===== src/rtl/mpv_pkg.sv =====
package mpv_pkg;

    localparam logic CMD_LEAF    = 1'b0;
    localparam logic CMD_SIBLING = 1'b1;

    localparam logic [1:0] CFG_ROOT0 = 2'd0;
    localparam logic [1:0] CFG_ROOT1 = 2'd1;
    localparam logic [1:0] CFG_ROOT2 = 2'd2;
    localparam logic [1:0] CFG_ROOT3 = 2'd3;

    localparam logic [31:0] SM3_T_LOW  = 32'h79cc4519;
    localparam logic [31:0] SM3_T_HIGH = 32'h7a879d8a;

    localparam logic [255:0] SM3_IV = {
        32'h7380166f, 32'h4914b2b9, 32'h172442d7, 32'hda8a0600,
        32'ha96f30bc, 32'h163138aa, 32'he38dee4d, 32'hb0fb0e4e
    };

    localparam logic [511:0] SM3_PAD_BLOCK = {32'h80000000, 448'd0, 32'd512};

    typedef struct packed {
        logic        cmd;
        logic [63:0] digest_word0;
        logic [63:0] digest_word1;
        logic [63:0] digest_word2;
        logic [63:0] digest_word3;
        logic [31:0] leaf_index;
        logic        ends_proof;
    } in_item_t;

    typedef struct packed {
        logic        proof_valid;
        logic [63:0] computed_word0;
        logic [63:0] computed_word1;
        logic [63:0] computed_word2;
        logic [63:0] computed_word3;
    } out_item_t;

    typedef struct packed {
        logic         is_sibling;
        logic         ends_proof;
        logic [255:0] digest;
        logic [31:0]  leaf_index;
    } req_t;

    function automatic logic [31:0] rotl(input logic [31:0] x, input logic [4:0] n);
        logic [63:0] d;
        d = {x, x} << n;
        return d[63:32];
    endfunction

    function automatic logic [31:0] perm0(input logic [31:0] x);
        return x ^ rotl(x, 5'd9) ^ rotl(x, 5'd17);
    endfunction

    function automatic logic [31:0] perm1(input logic [31:0] x);
        return x ^ rotl(x, 5'd15) ^ rotl(x, 5'd23);
    endfunction

endpackage


===== src/rtl/mpv_front.sv =====
module mpv_front
    import mpv_pkg::*;
(
    input  logic     clk,
    input  logic     rst_n,
    input  logic     in_valid,
    output logic     in_stall,
    input  in_item_t in_data,
    output logic     q_valid,
    input  logic     q_take,
    output req_t     q_data
);

    req_t q_mem_reg [2];
    logic q_wp_reg;
    logic q_rp_reg;
    logic [1:0] q_cnt_reg;
    logic push;
    logic pop;

    assign in_stall = (q_cnt_reg == 2'd2);
    assign push = in_valid && !in_stall;
    assign q_valid = (q_cnt_reg != 2'd0);
    assign pop = q_valid && q_take;
    assign q_data = q_mem_reg[q_rp_reg];

    always_ff @(posedge clk)
    begin
        if (push)
        begin
            q_mem_reg[q_wp_reg].is_sibling <= (in_data.cmd == CMD_SIBLING);
            q_mem_reg[q_wp_reg].ends_proof <= in_data.ends_proof;
            q_mem_reg[q_wp_reg].digest <= {in_data.digest_word0, in_data.digest_word1,
                                           in_data.digest_word2, in_data.digest_word3};
            q_mem_reg[q_wp_reg].leaf_index <= in_data.leaf_index;
        end
    end

    always_ff @(posedge clk or negedge rst_n)
    begin
        if (!rst_n)
        begin
            q_wp_reg <= 1'b0;
            q_rp_reg <= 1'b0;
            q_cnt_reg <= 2'd0;
        end
        else
        begin
            if (push)
                q_wp_reg <= ~q_wp_reg;
            if (pop)
                q_rp_reg <= ~q_rp_reg;
            q_cnt_reg <= q_cnt_reg + {1'b0, push} - {1'b0, pop};
        end
    end

endmodule


===== src/rtl/mpv_sm3_core.sv =====
module mpv_sm3_core
    import mpv_pkg::*;
(
    input  logic         clk,
    input  logic         rst_n,
    input  logic         start,
    input  logic [255:0] iv,
    input  logic [511:0] block,
    output logic         done,
    output logic [255:0] digest
);

    typedef enum logic { IDLE, RUN } state_t;

    state_t        state_reg;
    logic [5:0]    round_reg;
    logic [31:0]   w_reg [16];
    logic [31:0]   v_reg [8];
    logic [31:0]   a_reg, b_reg, c_reg, d_reg, e_reg, f_reg, g_reg, h_reg;
    logic          done_reg;

    logic [31:0] w_new, tj, a12, ss1, ss2, ff, gg, tt1, tt2;

    always_comb
    begin
        w_new = perm1(w_reg[0] ^ w_reg[7] ^ rotl(w_reg[13], 5'd15))
                ^ rotl(w_reg[3], 5'd7) ^ w_reg[10];
        tj = (round_reg < 6'd16) ? SM3_T_LOW : SM3_T_HIGH;
        a12 = rotl(a_reg, 5'd12);
        ss1 = rotl(a12 + e_reg + rotl(tj, round_reg[4:0]), 5'd7);
        ss2 = ss1 ^ a12;
        if (round_reg < 6'd16)
        begin
            ff = a_reg ^ b_reg ^ c_reg;
            gg = e_reg ^ f_reg ^ g_reg;
        end
        else
        begin
            ff = (a_reg & b_reg) | (a_reg & c_reg) | (b_reg & c_reg);
            gg = (e_reg & f_reg) | (~e_reg & g_reg);
        end
        tt1 = ff + d_reg + ss2 + (w_reg[0] ^ w_reg[4]);
        tt2 = gg + h_reg + ss1 + w_reg[0];
    end

    assign done = done_reg;
    assign digest = {v_reg[0] ^ a_reg, v_reg[1] ^ b_reg, v_reg[2] ^ c_reg, v_reg[3] ^ d_reg,
                     v_reg[4] ^ e_reg, v_reg[5] ^ f_reg, v_reg[6] ^ g_reg, v_reg[7] ^ h_reg};

    always_ff @(posedge clk)
    begin
        if (state_reg == IDLE && start)
        begin
            for (int i = 0; i < 16; i++)
                w_reg[i] <= block[511 - 32*i -: 32];
            for (int i = 0; i < 8; i++)
                v_reg[i] <= iv[255 - 32*i -: 32];
            {a_reg, b_reg, c_reg, d_reg, e_reg, f_reg, g_reg, h_reg} <= iv;
        end
        else if (state_reg == RUN)
        begin
            for (int i = 0; i < 15; i++)
                w_reg[i] <= w_reg[i+1];
            w_reg[15] <= w_new;
            d_reg <= c_reg;
            c_reg <= rotl(b_reg, 5'd9);
            b_reg <= a_reg;
            a_reg <= tt1;
            h_reg <= g_reg;
            g_reg <= rotl(f_reg, 5'd19);
            f_reg <= e_reg;
            e_reg <= perm0(tt2);
        end
    end

    always_ff @(posedge clk or negedge rst_n)
    begin
        if (!rst_n)
        begin
            state_reg <= IDLE;
            round_reg <= 6'd0;
            done_reg <= 1'b0;
        end
        else
        begin
            done_reg <= 1'b0;
            unique case (state_reg)
                IDLE:
                begin
                    if (start)
                    begin
                        state_reg <= RUN;
                        round_reg <= 6'd0;
                    end
                end
                RUN:
                begin
                    round_reg <= round_reg + 6'd1;
                    if (round_reg == 6'd63)
                    begin
                        state_reg <= IDLE;
                        done_reg <= 1'b1;
                    end
                end
                default: state_reg <= IDLE;
            endcase
        end
    end

endmodule


===== src/rtl/mpv_back.sv =====
module mpv_back
    import mpv_pkg::*;
#(
    parameter int INDEX_BITS = 32
)
(
    input  logic         clk,
    input  logic         rst_n,
    input  logic         q_valid,
    output logic         q_take,
    input  req_t         q_data,
    input  logic [255:0] root,
    output logic         out_valid,
    input  logic         out_stall,
    output out_item_t    out_data
);

    typedef enum logic [2:0] { IDLE, H1_START, H1_WAIT, H2_START, H2_WAIT, EMIT } state_t;

    state_t                 state_reg;
    logic [255:0]           run_reg;
    logic [INDEX_BITS-1:0]  pos_reg;
    logic [255:0]           sib_reg;
    logic                   ends_reg;
    logic                   out_valid_reg;
    out_item_t              out_reg;
    logic                   core_start;
    logic [255:0]           core_iv;
    logic [511:0]           core_block;
    logic                   core_done;
    logic [255:0]           core_digest;
    logic [255:0]           mid_reg;
    logic [INDEX_BITS-1:0]  idx_load;

    generate
        if (INDEX_BITS >= 32)
        begin : g_wide
            assign idx_load = INDEX_BITS'(q_data.leaf_index);
        end
        else
        begin : g_narrow
            assign idx_load = q_data.leaf_index[INDEX_BITS-1:0];
        end
    endgenerate

    mpv_sm3_core u_core (
        .clk    (clk),
        .rst_n  (rst_n),
        .start  (core_start),
        .iv     (core_iv),
        .block  (core_block),
        .done   (core_done),
        .digest (core_digest)
    );

    assign core_start = (state_reg == H1_START) || (state_reg == H2_START);
    assign core_iv = (state_reg == H1_START) ? SM3_IV : mid_reg;
    assign core_block = (state_reg == H2_START) ? SM3_PAD_BLOCK :
                        (pos_reg[0] ? {sib_reg, run_reg} : {run_reg, sib_reg});
    assign q_take = (state_reg == IDLE) && q_valid;
    assign out_valid = out_valid_reg;
    assign out_data = out_reg;

    always_ff @(posedge clk)
    begin
        if (q_take)
        begin
            sib_reg <= q_data.digest;
            ends_reg <= q_data.ends_proof;
        end
        if (core_done && state_reg == H1_WAIT)
            mid_reg <= core_digest;
    end

    always_ff @(posedge clk or negedge rst_n)
    begin
        if (!rst_n)
        begin
            state_reg <= IDLE;
            run_reg <= '0;
            pos_reg <= '0;
            out_valid_reg <= 1'b0;
            out_reg <= '0;
        end
        else
        begin
            if (out_valid_reg && !out_stall && state_reg != EMIT)
                out_valid_reg <= 1'b0;
            unique case (state_reg)
                IDLE:
                begin
                    if (q_valid)
                    begin
                        if (q_data.is_sibling)
                            state_reg <= H1_START;
                        else
                        begin
                            run_reg <= q_data.digest;
                            pos_reg <= idx_load;
                            state_reg <= q_data.ends_proof ? EMIT : IDLE;
                        end
                    end
                end
                H1_START: state_reg <= H1_WAIT;
                H1_WAIT:  if (core_done) state_reg <= H2_START;
                H2_START: state_reg <= H2_WAIT;
                H2_WAIT:
                begin
                    if (core_done)
                    begin
                        run_reg <= core_digest;
                        pos_reg <= pos_reg >> 1;
                        state_reg <= ends_reg ? EMIT : IDLE;
                    end
                end
                EMIT:
                begin
                    if (!out_valid_reg || !out_stall)
                    begin
                        out_valid_reg <= 1'b1;
                        out_reg.proof_valid <= (run_reg == root);
                        out_reg.computed_word0 <= run_reg[255:192];
                        out_reg.computed_word1 <= run_reg[191:128];
                        out_reg.computed_word2 <= run_reg[127:64];
                        out_reg.computed_word3 <= run_reg[63:0];
                        state_reg <= IDLE;
                    end
                end
                default: state_reg <= IDLE;
            endcase
        end
    end

endmodule


===== src/rtl/merkle_proof_verifier_unit.sv =====
// Merkle path verifier with SM3. A leaf request loads the running hash and,
// when it ends a proof, passes through the emit state; a sibling request
// holds the hash side through two chained 64-round compressions in one
// shared SM3 round unit (one round per cycle) plus start and hand-off states.
// A two-entry queue takes requests while the hash runs; the result register
// waits for the sink.
module merkle_proof_verifier_unit
    import mpv_pkg::*;
#(
    parameter int INDEX_BITS = 32
)
(
    input  logic       clk,
    input  logic       rst_n,
    input  logic       in_valid,
    output logic       in_stall,
    input  in_item_t   in_data,
    output logic       out_valid,
    input  logic       out_stall,
    output out_item_t  out_data,
    input  logic       cfg_valid,
    output logic       cfg_ready,
    input  logic [1:0] cfg_index,
    input  logic [63:0] cfg_data
);

    logic [63:0] root_reg [4];
    logic        q_valid;
    logic        q_take;
    req_t        q_data;

    assign cfg_ready = 1'b1;

    always_ff @(posedge clk or negedge rst_n)
    begin
        if (!rst_n)
        begin
            for (int i = 0; i < 4; i++)
                root_reg[i] <= '0;
        end
        else if (cfg_valid)
        begin
            unique case (cfg_index)
                CFG_ROOT0: root_reg[0] <= cfg_data;
                CFG_ROOT1: root_reg[1] <= cfg_data;
                CFG_ROOT2: root_reg[2] <= cfg_data;
                CFG_ROOT3: root_reg[3] <= cfg_data;
                default: ;
            endcase
        end
    end

    mpv_front u_front (
        .clk      (clk),
        .rst_n    (rst_n),
        .in_valid (in_valid),
        .in_stall (in_stall),
        .in_data  (in_data),
        .q_valid  (q_valid),
        .q_take   (q_take),
        .q_data   (q_data)
    );

    mpv_back #(.INDEX_BITS(INDEX_BITS)) u_back (
        .clk       (clk),
        .rst_n     (rst_n),
        .q_valid   (q_valid),
        .q_take    (q_take),
        .q_data    (q_data),
        .root      ({root_reg[0], root_reg[1], root_reg[2], root_reg[3]}),
        .out_valid (out_valid),
        .out_stall (out_stall),
        .out_data  (out_data)
    );

`ifndef NO_ASSERTIONS
    a_out_hold: assert property (@(posedge clk) disable iff (!rst_n)
        out_valid && out_stall |=> out_valid && $stable(out_data))
        else $error("result dropped under stall");
    a_take_needs_valid: assert property (@(posedge clk) disable iff (!rst_n)
        q_take |-> q_valid)
        else $error("queue popped while empty");
    a_no_push_when_full: assert property (@(posedge clk) disable iff (!rst_n)
        in_stall |=> !q_take || q_valid)
        else $error("queue state inconsistent");
`endif

endmodule

===== config.mk =====
export PLATFORM = sky130hd
export DESIGN_NAME = merkle_proof_verifier_unit
export DESIGN_NICKNAME = d
export VERILOG_FILES = /design/src/rtl/mpv_pkg.sv /design/src/rtl/mpv_front.sv /design/src/rtl/mpv_sm3_core.sv /design/src/rtl/mpv_back.sv /design/src/rtl/merkle_proof_verifier_unit.sv
export SDC_FILE = /design/constraint.sdc
export NUM_CORES = 2
export LEC_CHECK = 0
export BUFFER_PORTS_ARGS = -buffer_cell sky130_fd_sc_hd__buf_2
export CAP_MARGIN = 20
export CORE_MARGIN = 10
export CORE_UTILIZATION = 50
export CTS_CLUSTER_DIAMETER = 60
export DETAILED_ROUTE_END_ITERATION = 6
export GPL_TIMING_DRIVEN = 0
export HOLD_SLACK_MARGIN = 0.03
export PLACE_DENSITY = 0.7
export SYNTH_ARGS = -nofsm -noshare
export SYNTH_HDL_FRONTEND = slang
export SYNTH_SLANG_ARGS = --single-unit

===== constraint.sdc =====
create_clock -name clk -period 26.5 [get_ports clk]
set_input_delay 1.325 -clock clk [delete_from_list [all_inputs] [get_ports clk]]
set_output_delay 1.325 -clock clk [all_outputs]
set_load 0.1 [all_outputs]

==> results.json <==
{
  "status": "finished with violations",
  "failed_checks": "design-rule violations",
  "path_class": "reg -> reg",
  "reg2reg_setup_slack_ns": 14.04,
  "gp_congestion": 1.07,
  "drt_wl_total_microns": 611000,
  "dpl_worst_slack_ns": 14.04,
  "fmax_mhz": 80.3,
  "drc": 1,
  "ys_types": 88,
  "clkTransAtPathRegs_ns": 0.06,
  "rsz0062_at_grt": "false",
  "area_delta_synth_final_pct": 15.6,
  "die_area_sq_um": 290000,
  "grt_usage": 0.406,
  "yosys_warnings": 0,
  "drtPass1Iterations": 7,
  "slowest_stage": "xor2_1",
  "synth_top_area_cell": "edfxtp_1",
  "synth-main-ff-cell": "edfxtp_1",
  "end_kind": "register",
  "antenna_found_initial": 84,
  "synth_async_sr_flop_share": 0.278,
  "reg2reg_depth": 41,
  "fin_nets": 11429,
  "avgSynthCellArea_sq_um": 13.9,
  "synth_common_cells": "edfxtp_1, mux2_2, nand2_1",
  "crit_fanout": 10,
  "ios": 621,
  "first_global_vias": 88162,
  "maxUsedRoutingLayer": "met5",
  "chipWidth_microns": 539,
  "yosysTopAreaCellShare": 0.473,
  "slew_headroom": 0.0831,
  "cts_htree_levels": 5,
  "synthCells": 9706,
  "cap_violations": 0,
  "initialDrtViolationCount": 15310,
  "clockBufferDepth": 4,
  "grt_pass1_wl_microns": 794000,
  "wire_per_inst_microns": 41.7,
  "min_path_type": "in -> async",
  "grt_max_degree": 121,
  "maxSlewViolCount": 0,
  "yosysMostFrequentCell": "edfxtp_1",
  "m1WireLength_microns": 219000,
  "period_minus_slack_ns": 12.46,
  "fin_worst_skew_ns": 0.0556,
  "route.met3.wl_microns": 85100,
  "startpoint_type": "register",
  "post_cts_resized": 0,
  "fill_cells": 21458,
  "die_y_microns": 539,
  "cts_sinks": 2934,
  "tightest_slew_ns": 1.37,
  "cts_made_buffers": 321,
  "worstPathRequired_ns": 27.19,
  "layout-drive-gt1-share": 0.207,
  "synth_fp_nets": 10356,
  "worstSkewPairLatency_ns": 0.98,
  "holdBufCountCts": 0,
  "root_buffer": "clkbuf_16",
  "synthTopCellsByArea": "edfxtp_1, dfrtp_1, mux2_2, mux2i_1, o21ai_0",
  "setup_viol": 0,
  "period_share": 0.470,
  "port_buffers": 619,
  "start_util": 0.502,
  "synth-seq-area-share": 0.625,
  "rows": 190,
  "dr_wl_met2_microns": 256000,
  "crit-reg2reg-capture": "u_back.u_core.e_reg[26]$_DFFE_PP_",
  "rr_startpoint": "u_back.u_core.round_reg[5]$_DFFE_PN0P_",
  "synth-edff-count": 2117,
  "hold_viol": 0,
  "cts_tree": "built",
  "largest_reg_flops": 580,
  "cts_setup_buffers": 0,
  "synth_area_sq_um": 134000,
  "dp.final_hpwl_microns": 486000,
  "ys_ff_latch": 2934,
  "coreArea_sq_um": 268000,
  "worst_ep_arrival_time_ns": 13.15,
  "vias_per_cell": 6.39,
  "max_stage_delay_ns": 0.74,
  "ant_nets": 0,
  "fin_ws_ns": 14.04,
  "grt_overflow_total": 0,
  "vias": 93609
}
==> layer usage <==
metal | global-route usage | vias to the layer above
li1 | - | 37169
met1 | 0.521 | 47997
met2 | 0.584 | 7051
met3 | 0.146 | 1374
met4 | 0.258 | 18
met5 | 0 | -
==> logic make-up after synthesis <==
kind of cell               synth area share
AOI/OAI and AO/OA                    0.0557
DFF                                   0.625
xor gates and xnor gates             0.0615
muxes                                 0.145
and+or+nand+nor                      0.0553
other                             0.0000279
adders and majority gates            0.0374
buffers and inverters                0.0204
==> worst max path at each step <==
| stage | slack, ns | to | cells after the start | from |
|---|---|---|---|---|
| after global routing | 13.53 | u_back.u_core.e_reg[26]$_DFFE_PP_ | 41 | u_back.u_core.round_reg[5]$_DFFE_PN0P_ |
| after detailed placement | 14.04 | u_back.u_core.e_reg[29]$_DFFE_PP_ | 41 | u_back.u_core.round_reg[5]$_DFFE_PN0P_ |
| after floorplan | 9.71 | u_back.u_core.round_reg[1]$_DFFE_PN0P_ | 4 | u_back.u_core.state_reg$_DFF_PN0_ |
| final | 14.04 | u_back.u_core.e_reg[26]$_DFFE_PP_ | 41 | u_back.u_core.round_reg[5]$_DFFE_PN0P_ |
| after global placement | -0.94 | u_back.u_core.round_reg[2]$_DFFE_PN0P_ | 4 | u_back.u_core.state_reg$_DFF_PN0_ |
| after CTS | 14.05 | u_back.u_core.e_reg[14]$_DFFE_PP_ | 41 | u_back.u_core.round_reg[5]$_DFFE_PN0P_ |
==> per-stage QoR <==
stage          hold WS, ns  instances  setup TNS, ns  cell area, sq um   util
2_1_floorplan        0.450       9706              0            134000      -
3_3_place_gp         0.456      13877        -153.94            142000  0.530
3_5_place_dp         0.472      13992              0            144000  0.538
4_1_cts              0.417      14586              0            155000  0.579
5_1_grt              0.446      14605              0            155000  0.580
6_report             0.395      14642              0            155000  0.580
==> cell type report <==
type	count	area, sq um	share of cell area
inverter	256	976	0.00628
clock inverter	163	2020	0.0130
sequential	2934	84000	0.541
buffer	472	1790	0.0115
timing repair buffer	750	5210	0.0335
antenna	40	100	0.000644
clock buffer	431	9120	0.0587
multi-input combinational	6044	47700	0.307
tap	3552	4440	0.0286
==> placed cells by master (no fill, tap or decap), types with 46 or more instances in the layout <==
cell,n
a21o_1,51
a21oi_1,160
and2_1,141
buf_2,621
clkbuf_1,473
clkbuf_16,332
clkbuf_8,46
dfrtp_1,817
edfxtp_1,2117
fa_1,188
ha_1,101
inv_1,251
mux2_2,983
mux2i_1,835
nand2_1,977
nand2b_1,142
nand4_1,55
nor2_1,170
o21ai_0,902
xnor2_1,466
xor2_1,465
==> worst max-delay path: cells and delay by family (launching register included) <==
kind                     cells  cell delay, ns
AO/OA/AOI/OAI               16            3.75
XOR/XNOR                     4            1.63
adder cells (fa/ha/maj)      7            2.97
buffers and inverters        8            2.22
flip-flops                   1            0.43
multiplexers                 2            0.52
AND/OR/NAND/NOR              4            0.63
Power is left out: the tool's default activity adds up to more than one toggle a clock period on the data nets, which glitch-free logic cannot reach.
